**src/rtl/etf_pkg.sv**
```systemverilog
// Shared types and constants of the Euler tour finder.
package etf_pkg;

  localparam int VW               = 6;
  localparam int DEG_W            = 7;
  localparam int DEF_MAX_VERTICES = 64;
  localparam int DEF_MAX_EDGES    = 63;

  typedef enum logic [1:0] {
    OP_ADD     = 2'd0,
    OP_CIRCUIT = 2'd1,
    OP_PATH    = 2'd2,
    OP_CLEAR   = 2'd3
  } opcode_e;

  typedef enum logic [1:0] {
    ST_OK      = 2'd0,
    ST_EMPTY   = 2'd1,
    ST_NO_TOUR = 2'd2,
    ST_FULL    = 2'd3
  } status_e;

  typedef enum logic [4:0] {
    S_IDLE, S_ADD, S_REPLY, S_DCLR, S_DRE, S_DRA, S_DWA, S_DRB, S_DWB,
    S_CRD, S_CEV, S_CEND, S_WRS, S_WSC, S_SCAN, S_FOUND, S_POP, S_POPW,
    S_ORD, S_OLD
  } state_e;

endpackage

```
**src/rtl/etf_ram.sv**
```systemverilog
// Generic single-write, single-read RAM with registered read data.
module etf_ram #(
  parameter int W = 8,
  parameter int D = 16,
  localparam int AW = (D > 1) ? $clog2(D) : 1
) (
  input  logic          clk_i,
  input  logic          we_i,
  input  logic [AW-1:0] waddr_i,
  input  logic [W-1:0]  wdata_i,
  input  logic          re_i,
  input  logic [AW-1:0] raddr_i,
  output logic [W-1:0]  rdata_o
);

  logic [W-1:0] mem [D];

  always_ff @(posedge clk_i) begin
    if (we_i) begin
      mem[waddr_i] <= wdata_i;
    end
    if (re_i) begin
      rdata_o <= mem[raddr_i];
    end
  end

endmodule

```
**src/rtl/euler_tour_finder_unit.sv**
```systemverilog
// Euler tour finder: multigraph edge store with a Hierholzer walk engine.
//
// Input channel s_axis: tuser carries the opcode, tdata the edge fields.
// Add edge writes one edge store entry per copy per cycle, then replies with
// a single transaction (status ok, or store full with nothing added).
// Clear resets the edge count and replies with one transaction.
// Find circuit / find path: degree table cleared, rebuilt from the edge list
// and checked vertex by vertex, then the walk runs: one edge slot scanned per
// cycle, plus found, pop and rescan states per push and pop; edge scanning over
// the edge store read port dominates. The tour is then streamed on m_axis,
// one vertex per transaction, tlast on the final one. A failing find gives one
// transaction.
// A new command is taken only once the previous one is fully handled; the
// output register lets it be taken while the last reply still waits.
// A stalled receiver holds the walk output in place; nothing is dropped.
// Reset clears the edge count, the directed register and all control state.
// The configuration write (cfg_we_i) must only occur while idle.
module euler_tour_finder_unit
  import etf_pkg::*;
#(
  parameter int MAX_VERTICES = DEF_MAX_VERTICES,
  parameter int MAX_EDGES    = DEF_MAX_EDGES
) (
  input  logic        clk_i,
  input  logic        rst_ni,
  input  logic        cfg_we_i,
  input  logic        cfg_wdata_i,
  input  logic        s_axis_tvalid_i,
  output logic        s_axis_tready_o,
  input  logic [23:0] s_axis_tdata_i,  // from_vertex[5:0], to_vertex[11:6], copies[17:12]
  input  logic [1:0]  s_axis_tuser_i,  // opcode[1:0]
  output logic        m_axis_tvalid_o,
  input  logic        m_axis_tready_i,
  output logic [7:0]  m_axis_tdata_o,  // vertex[5:0]
  output logic [1:0]  m_axis_tuser_o,  // status[1:0]
  output logic        m_axis_tlast_o
);

  localparam int EAW  = (MAX_EDGES > 1) ? $clog2(MAX_EDGES) : 1;
  localparam int TW   = $clog2(MAX_EDGES + 1);
  localparam int TAW  = (MAX_EDGES + 1 > 1) ? $clog2(MAX_EDGES + 1) : 1;
  localparam int SW   = TW + 1;
  localparam int SPW  = $clog2(MAX_EDGES + 2);
  localparam int VAW  = $clog2(MAX_VERTICES);
  localparam int VCW  = $clog2(MAX_VERTICES + 1);
  localparam int DGW  = 2 * DEG_W;

  state_e state_q, state_d;

  logic           directed_q;
  opcode_e        op_q;
  status_e        reply_q;
  logic [VW-1:0]  from_q, to_q;
  logic [TW-1:0]  total_q, rem_q, e_q;
  logic [VCW-1:0] v_q;
  logic [VW-1:0]  ea_q, eb_q;
  logic           bad_q, act_q, pick_q;
  logic [VW-1:0]  first_q, pickv_q;
  logic [1:0]     sc_q, ec_q, odd_q;
  logic [VW-1:0]  top_q, nb_q;
  logic [SW-1:0]  s_q;
  logic [SPW-1:0] sp_q, n_q, idx_q;
  logic [MAX_EDGES-1:0]    used_q;
  logic [MAX_VERTICES-1:0] svld_q;

  logic           out_valid_q, out_last_q;
  status_e        out_status_q;
  logic [VW-1:0]  out_vertex_q;
  logic           out_free;
  logic           out_load;

  // memory ports
  logic           ed_we, ed_re;
  logic [EAW-1:0] ed_waddr, ed_raddr;
  logic [11:0]    ed_rdata;
  logic           dg_we, dg_re;
  logic [VAW-1:0] dg_waddr, dg_raddr;
  logic [DGW-1:0] dg_wdata, dg_rdata;
  logic           sc_we, sc_re;
  logic [SW-1:0]  sc_rdata;
  logic           sk_we, sk_re;
  logic [EAW-1:0] sk_waddr, sk_raddr;
  logic [VW-1:0]  sk_rdata;
  logic           tr_we, tr_re;
  logic [VW-1:0]  tr_rdata;

  // input decode
  opcode_e        op_in;
  logic [VW-1:0]  from_in, to_in, cp_in;
  logic [TW:0]    cnt_in;
  logic           add_bad;
  logic           in_acc;

  assign op_in   = opcode_e'(s_axis_tuser_i);
  assign from_in = s_axis_tdata_i[5:0];
  assign to_in   = s_axis_tdata_i[11:6];
  assign cp_in   = s_axis_tdata_i[17:12];
  assign in_acc  = s_axis_tvalid_i && s_axis_tready_o;
  assign add_bad = ({1'b0, from_in} >= 7'(MAX_VERTICES)) ||
                   ({1'b0, to_in} >= 7'(MAX_VERTICES)) ||
                   (7'(total_q) + ((cp_in == '0) ? 7'd1 : {1'b0, cp_in}) >
                    7'(MAX_EDGES));
  assign cnt_in  = (cp_in == '0) ? (TW+1)'(1) : (TW+1)'(cp_in);

  assign s_axis_tready_o = (state_q == S_IDLE);
  assign out_free        = !out_valid_q || m_axis_tready_i;
  assign out_load        = out_free && ((state_q == S_REPLY) || (state_q == S_OLD));

  // degree word: out in the high half, in in the low half
  logic [DEG_W-1:0] din, dout;
  logic             d_up, d_dn, d_eq;
  assign din  = dg_rdata[DEG_W-1:0];
  assign dout = dg_rdata[DGW-1:DEG_W];
  assign d_eq = (din == dout);
  assign d_up = ({1'b0, dout} == {1'b0, din} + (DEG_W+1)'(1));
  assign d_dn = ({1'b0, din} == {1'b0, dout} + (DEG_W+1)'(1));

  logic act_v;
  assign act_v = directed_q ? (dout != '0) : (din != '0);

  logic           chk_fail;
  logic [VW-1:0]  start_v;
  always_comb begin
    chk_fail = bad_q;
    if (op_q == OP_PATH) begin
      if (directed_q) begin
        chk_fail = bad_q || (sc_q > 2'd1) || (ec_q > 2'd1);
      end else begin
        chk_fail = bad_q || ((odd_q != 2'd0) && (odd_q != 2'd2));
      end
    end
    start_v = pick_q ? pickv_q : first_q;
  end

  // scan step on the edge slot in s_q
  logic [SW-1:0]  slots, s_inc, s_new;
  logic [EAW-1:0] s_edge;
  logic [VW-1:0]  sa, sb, snb;
  logic           smatch, sdone;
  assign slots  = {total_q, 1'b0};
  assign s_inc  = s_q + SW'(1);
  assign s_edge = s_q[EAW:1];
  assign sa     = ed_rdata[5:0];
  assign sb     = ed_rdata[11:6];
  assign snb    = s_q[0] ? sa : sb;
  assign smatch = (s_q[0] ? (!directed_q && (sb == top_q)) : (sa == top_q)) &&
                  !used_q[s_edge];
  assign sdone  = s_inc >= slots;
  assign s_new  = svld_q[top_q[VAW-1:0]] ? sc_rdata : '0;

  // next state
  always_comb begin
    state_d = state_q;
    case (state_q)
      S_IDLE: begin
        if (in_acc) begin
          case (op_in)
            OP_ADD:   state_d = add_bad ? S_REPLY : S_ADD;
            OP_CLEAR: state_d = S_REPLY;
            default:  state_d = (total_q == '0) ? S_REPLY : S_DCLR;
          endcase
        end
      end
      S_ADD:   if (rem_q == TW'(1)) state_d = S_REPLY;
      S_REPLY: if (out_free) state_d = S_IDLE;
      S_DCLR:  if (v_q == VCW'(MAX_VERTICES - 1)) state_d = S_DRE;
      S_DRE:   state_d = S_DRA;
      S_DRA:   state_d = S_DWA;
      S_DWA:   state_d = S_DRB;
      S_DRB:   state_d = S_DWB;
      S_DWB:   state_d = (e_q + TW'(1) == total_q) ? S_CRD : S_DRE;
      S_CRD:   state_d = S_CEV;
      S_CEV:   state_d = (v_q == VCW'(MAX_VERTICES - 1)) ? S_CEND : S_CRD;
      S_CEND:  state_d = chk_fail ? S_REPLY : S_WRS;
      S_WRS:   state_d = S_WSC;
      S_WSC:   state_d = (s_new >= slots) ? S_POP : S_SCAN;
      S_SCAN: begin
        if (smatch)     state_d = S_FOUND;
        else if (sdone) state_d = S_POP;
      end
      S_FOUND: state_d = S_WRS;
      S_POP:   state_d = (sp_q == SPW'(1)) ? S_ORD : S_POPW;
      S_POPW:  state_d = S_WRS;
      S_ORD:   state_d = S_OLD;
      S_OLD: begin
        if (out_free) state_d = (idx_q == SPW'(1)) ? S_IDLE : S_ORD;
      end
      default: state_d = S_IDLE;
    endcase
  end

  // memory control
  always_comb begin
    ed_we    = (state_q == S_ADD);
    ed_waddr = total_q[EAW-1:0];
    ed_re    = 1'b0;
    ed_raddr = e_q[EAW-1:0];
    dg_we    = 1'b0;
    dg_waddr = v_q[VAW-1:0];
    dg_wdata = '0;
    dg_re    = 1'b0;
    dg_raddr = v_q[VAW-1:0];
    sc_we    = 1'b0;
    sc_re    = (state_q == S_WRS);
    sk_we    = (state_q == S_FOUND);
    sk_waddr = EAW'(sp_q - SPW'(1));
    sk_re    = 1'b0;
    sk_raddr = EAW'(sp_q - SPW'(2));
    tr_we    = (state_q == S_POP);
    tr_re    = (state_q == S_ORD);
    case (state_q)
      S_DCLR: dg_we = 1'b1;
      S_DRE:  ed_re = 1'b1;
      S_DRA: begin
        dg_re    = 1'b1;
        dg_raddr = ed_rdata[VAW-1:0];
      end
      S_DWA: begin
        dg_we    = 1'b1;
        dg_waddr = ea_q[VAW-1:0];
        dg_wdata = {dout + DEG_W'(1), din + DEG_W'(!directed_q)};
      end
      S_DRB: begin
        dg_re    = 1'b1;
        dg_raddr = eb_q[VAW-1:0];
      end
      S_DWB: begin
        dg_we    = 1'b1;
        dg_waddr = eb_q[VAW-1:0];
        dg_wdata = {dout + DEG_W'(!directed_q), din + DEG_W'(1)};
      end
      S_CRD:  dg_re = 1'b1;
      S_WSC: begin
        ed_re    = (s_new < slots);
        ed_raddr = s_new[EAW:1];
      end
      S_SCAN: begin
        sc_we    = smatch || sdone;
        ed_re    = !smatch && !sdone;
        ed_raddr = s_inc[EAW:1];
      end
      S_POP:  sk_re = (sp_q != SPW'(1));
      default: ;
    endcase
  end

  // control and datapath registers
  always_ff @(posedge clk_i or negedge rst_ni) begin
    if (!rst_ni) begin
      state_q      <= S_IDLE;
      directed_q   <= 1'b0;
      op_q         <= OP_ADD;
      reply_q      <= ST_OK;
      from_q       <= '0;
      to_q         <= '0;
      total_q      <= '0;
      rem_q        <= '0;
      e_q          <= '0;
      v_q          <= '0;
      ea_q         <= '0;
      eb_q         <= '0;
      bad_q        <= 1'b0;
      act_q        <= 1'b0;
      pick_q       <= 1'b0;
      first_q      <= '0;
      pickv_q      <= '0;
      sc_q         <= '0;
      ec_q         <= '0;
      odd_q        <= '0;
      top_q        <= '0;
      nb_q         <= '0;
      s_q          <= '0;
      sp_q         <= '0;
      n_q          <= '0;
      idx_q        <= '0;
      used_q       <= '0;
      svld_q       <= '0;
      out_valid_q  <= 1'b0;
      out_last_q   <= 1'b0;
      out_status_q <= ST_OK;
      out_vertex_q <= '0;
    end else begin
      state_q <= state_d;
      if (cfg_we_i) directed_q <= cfg_wdata_i;
      if (out_valid_q && m_axis_tready_i && !out_load) out_valid_q <= 1'b0;
      case (state_q)
        S_IDLE: begin
          if (in_acc) begin
            op_q    <= op_in;
            from_q  <= from_in;
            to_q    <= to_in;
            rem_q   <= cnt_in[TW-1:0];
            v_q     <= '0;
            e_q     <= '0;
            case (op_in)
              OP_ADD:   reply_q <= add_bad ? ST_FULL : ST_OK;
              OP_CLEAR: begin
                reply_q <= ST_OK;
                total_q <= '0;
              end
              default:  reply_q <= (total_q == '0) ? ST_EMPTY : ST_OK;
            endcase
          end
        end
        S_ADD: begin
          total_q <= total_q + TW'(1);
          rem_q   <= rem_q - TW'(1);
        end
        S_REPLY: begin
          if (out_free) begin
            out_valid_q  <= 1'b1;
            out_status_q <= reply_q;
            out_vertex_q <= '0;
            out_last_q   <= 1'b1;
          end
        end
        S_DCLR: v_q <= v_q + VCW'(1);
        S_DRA: begin
          ea_q <= ed_rdata[5:0];
          eb_q <= ed_rdata[11:6];
        end
        S_DWB: begin
          e_q    <= e_q + TW'(1);
          v_q    <= '0;
          bad_q  <= 1'b0;
          act_q  <= 1'b0;
          pick_q <= 1'b0;
          first_q <= '0;
          pickv_q <= '0;
          sc_q   <= '0;
          ec_q   <= '0;
          odd_q  <= '0;
        end
        S_CEV: begin
          v_q <= v_q + VCW'(1);
          if (act_v && !act_q) begin
            act_q   <= 1'b1;
            first_q <= VW'(v_q);
          end
          if (op_q == OP_CIRCUIT) begin
            if (directed_q ? !d_eq : din[0]) bad_q <= 1'b1;
          end else if (directed_q) begin
            if (!(d_eq || d_up || d_dn)) bad_q <= 1'b1;
            if (d_up) begin
              if (sc_q != 2'd3) sc_q <= sc_q + 2'd1;
              if (!pick_q) begin
                pick_q  <= 1'b1;
                pickv_q <= VW'(v_q);
              end
            end
            if (d_dn && ec_q != 2'd3) ec_q <= ec_q + 2'd1;
          end else if (din[0]) begin
            if (odd_q != 2'd3) odd_q <= odd_q + 2'd1;
            if (!pick_q) begin
              pick_q  <= 1'b1;
              pickv_q <= VW'(v_q);
            end
          end
        end
        S_CEND: begin
          reply_q <= ST_NO_TOUR;
          top_q   <= start_v;
          sp_q    <= SPW'(1);
          n_q     <= '0;
          used_q  <= '0;
          svld_q  <= '0;
        end
        S_WSC: s_q <= s_new;
        S_SCAN: begin
          if (smatch || sdone) begin
            svld_q[top_q[VAW-1:0]] <= 1'b1;
          end
          if (smatch) begin
            used_q[s_edge] <= 1'b1;
            nb_q <= snb;
          end else if (!sdone) begin
            s_q <= s_inc;
          end
        end
        S_FOUND: begin
          top_q <= nb_q;
          sp_q  <= sp_q + SPW'(1);
        end
        S_POP: begin
          n_q   <= n_q + SPW'(1);
          sp_q  <= sp_q - SPW'(1);
          idx_q <= n_q + SPW'(1);
        end
        S_POPW: top_q <= sk_rdata;
        S_OLD: begin
          if (out_free) begin
            out_valid_q  <= 1'b1;
            out_status_q <= ST_OK;
            out_vertex_q <= tr_rdata;
            out_last_q   <= (idx_q == SPW'(1));
            idx_q        <= idx_q - SPW'(1);
          end
        end
        default: ;
      endcase
    end
  end

  assign m_axis_tvalid_o = out_valid_q;
  assign m_axis_tdata_o  = {2'b00, out_vertex_q};
  assign m_axis_tuser_o  = out_status_q;
  assign m_axis_tlast_o  = out_last_q;

  etf_ram #(.W(12), .D(MAX_EDGES)) u_edges (
    .clk_i   (clk_i),
    .we_i    (ed_we),
    .waddr_i (ed_waddr),
    .wdata_i ({to_q, from_q}),
    .re_i    (ed_re),
    .raddr_i (ed_raddr),
    .rdata_o (ed_rdata)
  );

  etf_ram #(.W(DGW), .D(MAX_VERTICES)) u_degree (
    .clk_i   (clk_i),
    .we_i    (dg_we),
    .waddr_i (dg_waddr),
    .wdata_i (dg_wdata),
    .re_i    (dg_re),
    .raddr_i (dg_raddr),
    .rdata_o (dg_rdata)
  );

  etf_ram #(.W(SW), .D(MAX_VERTICES)) u_scan (
    .clk_i   (clk_i),
    .we_i    (sc_we),
    .waddr_i (top_q[VAW-1:0]),
    .wdata_i (s_inc),
    .re_i    (sc_re),
    .raddr_i (top_q[VAW-1:0]),
    .rdata_o (sc_rdata)
  );

  etf_ram #(.W(VW), .D(MAX_EDGES)) u_stack (
    .clk_i   (clk_i),
    .we_i    (sk_we),
    .waddr_i (sk_waddr),
    .wdata_i (top_q),
    .re_i    (sk_re),
    .raddr_i (sk_raddr),
    .rdata_o (sk_rdata)
  );

  etf_ram #(.W(VW), .D(MAX_EDGES + 1)) u_tour (
    .clk_i   (clk_i),
    .we_i    (tr_we),
    .waddr_i (TAW'(n_q)),
    .wdata_i (top_q),
    .re_i    (tr_re),
    .raddr_i (TAW'(idx_q - SPW'(1))),
    .rdata_o (tr_rdata)
  );

`ifndef NO_ASSERTIONS
  a_reply_form : assert property (@(posedge clk_i) disable iff (!rst_ni)
    (m_axis_tvalid_o && m_axis_tuser_o != ST_OK) |->
      (m_axis_tlast_o && m_axis_tdata_o == 8'd0))
    else $error("error reply must be a single last transaction");
  a_idle_stack : assert property (@(posedge clk_i) disable iff (!rst_ni)
    (state_q == S_IDLE) |-> (sp_q == '0 || sp_q == SPW'(1)) && (sp_q <= SPW'(1)))
    else $error("walk stack not drained");
  a_tour_bound : assert property (@(posedge clk_i) disable iff (!rst_ni)
    (state_q == S_POP) |-> (n_q <= SPW'(MAX_EDGES)))
    else $error("tour longer than edge count plus one");
  a_push_edge : assert property (@(posedge clk_i) disable iff (!rst_ni)
    (state_q == S_FOUND) |=> ($countones(used_q) == $countones($past(used_q))))
    else $error("used marks changed outside scan");
`endif

endmodule
```
**config.mk**
```make
export PLATFORM = sky130hd
export DESIGN_NAME = euler_tour_finder_unit
export DESIGN_NICKNAME = d
export VERILOG_FILES = /design/src/rtl/etf_pkg.sv /design/src/rtl/etf_ram.sv /design/src/rtl/euler_tour_finder_unit.sv
export SDC_FILE = /design/constraint.sdc
export NUM_CORES = 2
export LEC_CHECK = 0
export BUFFER_PORTS_ARGS = -buffer_cell sky130_fd_sc_hd__buf_2
export CAP_MARGIN = 40
export CORE_ASPECT_RATIO = 2
export CORE_UTILIZATION = 55
export DETAILED_ROUTE_END_ITERATION = 16
export PLACE_DENSITY = 0.67
export SLEW_MARGIN = 20
export SYNTH_ARGS = -nofsm -noshare
export SYNTH_HDL_FRONTEND = slang
export SYNTH_SLANG_ARGS = --single-unit
```
**constraint.sdc**
```tcl
create_clock -name clk_i -period 16.1 [get_ports clk_i]
set_clock_uncertainty 0.15 [all_clocks]
set_input_delay 0 -clock clk_i [delete_from_list [all_inputs] [get_ports clk_i]]
set_output_delay 0 -clock clk_i [all_outputs]
set_load 0.01 [all_outputs]
```
Yosys cells after proc, flatten, opt, wreduce, memory -nomap -nowiden. Memory sizes are Yosys's and may differ from the RTL's. A register that Yosys moved wholly into a read port is not among the register bits. Index checks and enable logic that the tools add are counted.

Register bits after elaboration: 257. Bits in latches: 0. Memory bits (writable): 2862. ROM bits: 0. Input bits: 32. Output and inout port bits: 13. Word-level logic and storage cells: 327. Memories kept: 5.

Add/sub/neg operators: 20. Multiply operators: 0. Divide/modulo/power cells: 0. Order comparisons: 10. Eq/ne operators: 62. Shift-type cells: 0. Muxes and demuxes: 125. Bitwise gates (word level): 2. Reduce and logical (&&, ||, !) cells: 71.

Memory list: u_degree.mem (words 64, bits a word 14, read ports 1, clocked after Yosys merged registers in 1, wr ports 1, line etf_ram.sv:16) `logic [W-1:0] mem [D];`; u_edges.mem (words 63, bits a word 12, read ports 1, clocked after Yosys merged registers in 1, wr ports 1, line etf_ram.sv:16); u_scan.mem (words 64, bits a word 7, read ports 1, clocked after Yosys merged registers in 1, wr ports 1, line etf_ram.sv:16); u_tour.mem (words 64, bits a word 6, read ports 1, clocked after Yosys merged registers in 1, wr ports 1, line etf_ram.sv:16); u_stack.mem (words 63, bits a word 6, read ports 1, clocked after Yosys merged registers in 1, wr ports 1, line etf_ram.sv:16).

Operators by type and width (number): $pmux 64 s2 (1); $pmux 63 s2 (1); $pmux 6 s2 (9); $pmux 5 s19 (1); $mux 6 (15); $mux 64 (1); $or 64x64->64 (1); $mux 63 (1); $or 63x63->63 (1); $mux 5 (9); $add 7x1->7 const B (6); $pmux 7 s2 (3); $pmux 7 s3 (2); $eq 5x4->1 const B (8); $mux 1 (39); $ne 2x2->1 const B (19); $mux 2 (18); $mux 7 (5); $pmux 14 s2 (1); $pmux 2 s2 (7); $eq 5x3->1 const B (4); $eq 5x5->1 const B (4); $reduce_and 2->1 (10); $reduce_bool 2->1 (10); 48 further kinds (114).

Logic depth before layout (Yosys ltp).
Depth in word-level cells: 8. Mapped depth: 23.

Modules after synthesis. From an unflattened synthesis, not the netlist that was laid out.

Cell total of the unflattened synthesis: 6857. Area, all modules: 128082.8 sq um.

Modules (own cells, without submodules): etf_ram at u_degree (times used 1, cells an instance 1550, area an instance 35098.7 sq um, sequential area each 27326.2 sq um); etf_ram at u_edges (times used 1, cells an instance 1384, area an instance 30022.5 sq um, sequential area each 23062.1 sq um); etf_ram at u_scan (times used 1, cells an instance 827, area an instance 17705.7 sq um, sequential area each 13663.1 sq um); etf_ram at u_tour (times used 1, cells an instance 720, area an instance 15285.9 sq um, sequential area each 11711.2 sq um); etf_ram at u_stack (times used 1, cells an instance 740, area an instance 15107.0 sq um, sequential area each 11531.1 sq um); euler_tour_finder_unit (times used 1, cells an instance 1636, area an instance 14863.0 sq um, sequential area each 6431.2 sq um).

Least setup slack after synthesis. OpenSTA, ideal clock, no wires.

Path type: flip-flop to flip-flop. Start: register top_q[2]. End: register u_edges.rdata_o[0] (read register of u_edges.mem), enable pin. Setup time: 0.398 ns. Arrival time: 5.936 ns. Data required time: 15.552 ns. Slack: 9.617 ns. Cell stages (with the launch flop): 20. Path through: dfrtp_1 buf_2 buf_6 mux2i_1 o22ai_1 o41ai_2 o211ai_1 or3_1 buf_2 buf_2 and2_1 ha_1 nor2b_1 o21a_1 o21a_1 o21ai_0 nand2b_1 a21oi_1 a31oi_1 o21ai_0.

Word-level cells in the longest chain between the ends: 7.

RTL lines: start, declared (line euler_tour_finder_unit.sv:60) `logic [VW-1:0] top_q, nb_q;`; start signal, assigned (line euler_tour_finder_unit.sv:362) `top_q <= start_v;`; start signal, assigned (line euler_tour_finder_unit.sv:381) `top_q <= nb_q;`; start signal, assigned (line euler_tour_finder_unit.sv:389) `S_POPW: top_q <= sk_rdata;`; branches (longest 6 deep; another with $lt 7x7->1); $pmux 1 s3 (*) (line euler_tour_finder_unit.sv:211) `case (state_q)`; named net ed_re (line euler_tour_finder_unit.sv:73) `logic ed_we, ed_re;`; end, declared (line etf_ram.sv:13) `output logic [W-1:0] rdata_o`.

Mark *: on every way through the listed nets, which the timed path passes. The select of a mux whose other input is x is not followed. A chain may end at the register's enable or synchronous reset.

Final worst setup path.
Start: register top_q[1]. End: register u_edges.rdata_o[10] (read register of u_edges.mem), data pin.

Word-level cells in the longest chain between the ends: 7.

RTL lines: branches (longest 7 deep; another with $lt 7x7->1).

Parallel ways; which one is timed is not known. The select of a mux whose other input is x is not followed.

==> results.ini <==
[status]
run_status = complete, no violations

[clock_network]
post_cts.repair.setup_buffers = 0
cts_inserted_buffers = 275
tritoncts_clock_tree = yes
cts-resized-gates = 0
cts.path.max_buffers = 4
cts_max_level = 5
tritoncts_num_sinks = 3164
cts.reportedPaths.clkPinSlew_ns = 0.07
clock_network_latency_to_the_later_pin_of_the_worst_skew_pair_ns = 0.88
cts-root-buf = sky130_fd_sc_hd__clkbuf_16

[synthesis]
synth.ff_latch_count = 3164
synth_top_flop_cell = sky130_fd_sc_hd__edfxtp_1
yosysTopAreaCell = sky130_fd_sc_hd__edfxtp_1
synth_cell_type_count = 90
number_of_flops_mapped_to_enable_cells_by_yosys = 2907
synth_top_cell_area_share = 0.6903
synth.yosys.seq_area_share = 0.7412
ys_async_sr_fraction = 0.08123
syn_avg_cell_area_um2 = 16.67
syn-cell-area_mm2 = 0.1265
most_instantiated_library_cell_after_synthesis = sky130_fd_sc_hd__edfxtp_1
post_synth_main_area_contributors = sky130_fd_sc_hd__edfxtp_1, sky130_fd_sc_hd__mux4_2, sky130_fd_sc_hd__dfrtp_1, sky130_fd_sc_hd__nand2_1, sky130_fd_sc_hd__nor2_1
synth_common_cells = sky130_fd_sc_hd__edfxtp_1, sky130_fd_sc_hd__nand2_1, sky130_fd_sc_hd__nor2_1, sky130_fd_sc_hd__mux4_2, sky130_fd_sc_hd__a21oi_1
syn-instance-count = 7584
yosys_warnings = 0

[critical_path]
crit_buf_inv = 3
critical-path-top-delay-family = compound AO/OA/AOI/OAI gates
critical_path.endpoint_type = flip-flop
start_kind = flip-flop
path_class = flip-flop to flip-flop
critical_path.max_stage_delay_ns = 0.78
timing.critical_path.cells = buf_16 -> nand2_1 -> o22ai_1 -> o41ai_2 -> o211ai_1 -> or3_1 -> a31oi_4 -> buf_4 -> buf_4 -> nand2_1 -> o22ai_1 -> nor3_1 -> o32ai_1 -> a22o_1
critical_path_required_ns = 16.68
cp_slowest_cell = sky130_fd_sc_hd__or3_1
timing.reg2reg.worst_path_depth = 14
crit_fanout = 68
critPathArrivalTime_ns = 7.43
timing.rr.end = u_edges.rdata_o[10]$_DFFE_PP_
worst_r2r_startpoint = top_q[1]$_DFFE_PN0P_
regToRegSetupSlack_ns = 9.25

[sta]
totalNegativeSetupSlack_ns = 0
setup-violations-final = 0
post-route-min-period_ns = 6.851
fmaxAchievable_mhz = 146.0
timing.final.max_slew_violations = 0
final_min_period_over_clock_period = 0.4255
worst_pin_slew_ns = 0.9717
timing.final.hold_violations = 0
tightest_slew_margin_relative_to_the_limit = 0.3522
grt_setup_unrepaired = false

[worst_hold_path]
worst_hold_path_type = input pin to flip-flop
timing.hold.worst_path_depth = 6
holdPathEnd = rem_q[1]$_DFFE_PN0P_
hold_path_startpoint = s_axis_tdata_i[13]

[place]
place_area_mm2 = 0.1316
place_inst = 10441
io_buffer_count = 36
gp_congestion = 0.9138
placed_wire_length_estimate_after_detailed_placement_mm = 203.8

[pwr]
share_comb_of_total_power = 0.003
totalPowerFinal_mw = 15.40
clkPwrFrac = 0.422
max-vdd-ir-drop_uv = 81.04
power.switching_fraction = 0.1915
power_per_cell_area_mw_per_mm2 = 108.8
internal_power_mw = 12.45
power_leakage_nw = 43.25
share_seq_of_total_power = 0.575
total_switching_power_mw = 2.949

[detailed_routing]
drt_iter0_drc = 6833
drc = 0
final_antenna_net_count = 0
routed_wl_mm = 322.2
vias_per_cell = 6.375
drtPass1Iterations = 9
num_vias = 70382
avg_wl_per_cell_um = 29.18

[global_routing]
gr-max-usage-layer = met2
globalRouteMet3Util = 0.03148
antenna_found_initial = 7
grt_start_max_net_pins = 143
globalRoute.totalOverflow = 0
met2_usage = 0.5043
grt_util_all_layers = 0.2775
grt_pass1_wl_mm = 471.1
grtUsageMet1 = 0.3112
number_of_global_route_vias_before_repair = 71960

[floorplanning]
die_boundary_width_um = 341.1
die_y_um = 680.1
ios = 45
rows = 248
die_area_mm2 = 0.2320
initial_core_util = 0.5537
coreArea_mm2 = 0.2284

[final_layout]
design.final.nets = 7915
syn2layout_area_growth_pct = 11.85
fin_cells = 11041
drive_above_1_share = 0.1755
layout.cell_area.non_filler_mm2 = 0.1414

[flow_run]
timing.max_cap.violations = 0

[what timing repair did]
action / CTS / global route
hold buffers: 80 / 0
endpoints found under the setup margin: 0 / 0
hold endpoints to repair: 177 / 0
[worst min-delay path: stages]
cell	delay, ns
sky130_fd_sc_hd__dlygate4sd3_1	0.53
sky130_fd_sc_hd__buf_2	0.21
sky130_fd_sc_hd__nand2_1	0.08
sky130_fd_sc_hd__o21ai_0	0.07
sky130_fd_sc_hd__nand2_1	0.06
sky130_fd_sc_hd__o21ai_0	0.07
[power groups by stage]
stage                     Combinational [mW]  Clock (mW)  Sequential [mW]
after global routing                  0.0548        6.84             8.84
after CTS                             0.0498        6.56             8.85
final                                 0.0507        6.50             8.85
after global placement                0.0366           0             9.03
after floorplan                      0.00978           0             9.03
after detailed placement              0.0389           0             9.03
[worst max-delay path by stage]
stage / to / startpoint / cells after the start
after floorplan: u_edges.rdata_o[0]$_DFFE_PP_ / top_q[2]$_DFFE_PN0P_ / 19
after global placement: u_edges.rdata_o[0]$_DFFE_PP_ / top_q[1]$_DFFE_PN0P_ / 13
after detailed placement: u_degree.rdata_o[6]$_DFFE_PP_ / state_q[3]$_DFFE_PN0P_ / 14
after CTS: u_degree.rdata_o[6]$_DFFE_PP_ / state_q[3]$_DFFE_PN0P_ / 14
after global routing: u_edges.rdata_o[0]$_DFFE_PP_ / top_q[1]$_DFFE_PN0P_ / 14
final: u_edges.rdata_o[10]$_DFFE_PP_ / top_q[1]$_DFFE_PN0P_ / 14
[stage by stage]
stage / util / hold slack (ns) / worst slack [ns]
final: 0.6193 / 0.04726 / 9.249
after global routing: 0.6193 / 0.1161 / 9.067
after CTS: 0.6175 / 0.01192 / 9.266
after detailed placement: 0.5761 / -0.09804 / 9.309
after global placement: 0.5714 / -0.1013 / 8.827
after floorplan: - / -0.4456 / 9.617
[sequential cells by signal, summed over array words and instances (netlist names), 12 cells and up]
name	cells
u_degree.mem	896
u_edges.mem	756
u_scan.mem	448
u_tour.mem	384
u_stack.mem	378
svld_q	64
used_q	63
u_degree.rdata_o	14
u_edges.rdata_o	12
[cell type report]
class / instances / area [µm²]
sequential: 3164 / 93780
fill: 16307 / 86940
multi-input combinational: 3916 / 31100
clock buffer: 363 / 7525
timing repair buffer: 435 / 4015
tap: 3000 / 3754
clock inverter: 117 / 1104
inverter: 40 / 150.1
antenna: 6 / 15.01
[metal layers]
| layer | vias to the layer above | wire (µm) | part of all wire |
|---|---|---|---|
| met5 | - | 26 | 0.000081 |
| met2 | 2779 | 173900 | 0.54 |
| li1 | 30431 | - | - |
| met3 | 783 | 16990 | 0.053 |
| met4 | 4 | 21700 | 0.067 |
| met1 | 36385 | 109500 | 0.34 |
[placed cells by master (no fill, tap or decap), types with 16 or more instances in the layout]
| cell type | instances |
|---|---|
| sky130_fd_sc_hd__clkinv_2 | 43 |
| sky130_fd_sc_hd__o21ai_0 | 116 |
| sky130_fd_sc_hd__nor2b_1 | 73 |
| sky130_fd_sc_hd__buf_2 | 47 |
| sky130_fd_sc_hd__a211oi_1 | 178 |
| sky130_fd_sc_hd__buf_12 | 16 |
| sky130_fd_sc_hd__mux2_2 | 48 |
| sky130_fd_sc_hd__clkbuf_16 | 283 |
| sky130_fd_sc_hd__a221oi_1 | 70 |
| sky130_fd_sc_hd__nor3_1 | 35 |
| sky130_fd_sc_hd__inv_1 | 37 |
| sky130_fd_sc_hd__nor2_1 | 473 |
| sky130_fd_sc_hd__bufinv_16 | 17 |
| sky130_fd_sc_hd__nor2_2 | 42 |
| sky130_fd_sc_hd__clkbuf_1 | 64 |
| sky130_fd_sc_hd__dfrtp_1 | 236 |
| sky130_fd_sc_hd__and2_1 | 22 |
| sky130_fd_sc_hd__o22ai_1 | 26 |
| sky130_fd_sc_hd__a21oi_1 | 294 |
| sky130_fd_sc_hd__buf_4 | 247 |
| sky130_fd_sc_hd__nand2_1 | 762 |
| sky130_fd_sc_hd__edfxtp_1 | 2907 |
| sky130_fd_sc_hd__and3_1 | 97 |
| sky130_fd_sc_hd__nor4_1 | 38 |
| sky130_fd_sc_hd__xnor2_1 | 31 |
| sky130_fd_sc_hd__ha_1 | 48 |
| sky130_fd_sc_hd__mux2i_1 | 135 |
| sky130_fd_sc_hd__nand4_1 | 47 |
| sky130_fd_sc_hd__xor2_1 | 33 |
| sky130_fd_sc_hd__mux4_2 | 469 |
| sky130_fd_sc_hd__a22o_1 | 54 |
| sky130_fd_sc_hd__clkinv_1 | 30 |
| sky130_fd_sc_hd__a31oi_1 | 141 |
| sky130_fd_sc_hd__o21a_1 | 52 |
| sky130_fd_sc_hd__a22oi_1 | 168 |
| sky130_fd_sc_hd__nand2b_1 | 17 |
| sky130_fd_sc_hd__nand3_1 | 204 |
| sky130_fd_sc_hd__dlygate4sd3_1 | 79 |
[kinds of logic (layout without fill, tap and decap cells)]
family	count (synthesis)	after routing	synth area share
mux	652	652	0.09849
other cells	1	8	0.00002966
flops	3164	3164	0.7412
simple gates	1905	1905	0.06718
xor+xnor	72	72	0.004987
buf+inv	505	955	0.01702
fa+ha+maj	51	51	0.005106
compound gates	1234	1234	0.06600
No activity file was read; power rests on OpenSTA's default activity.
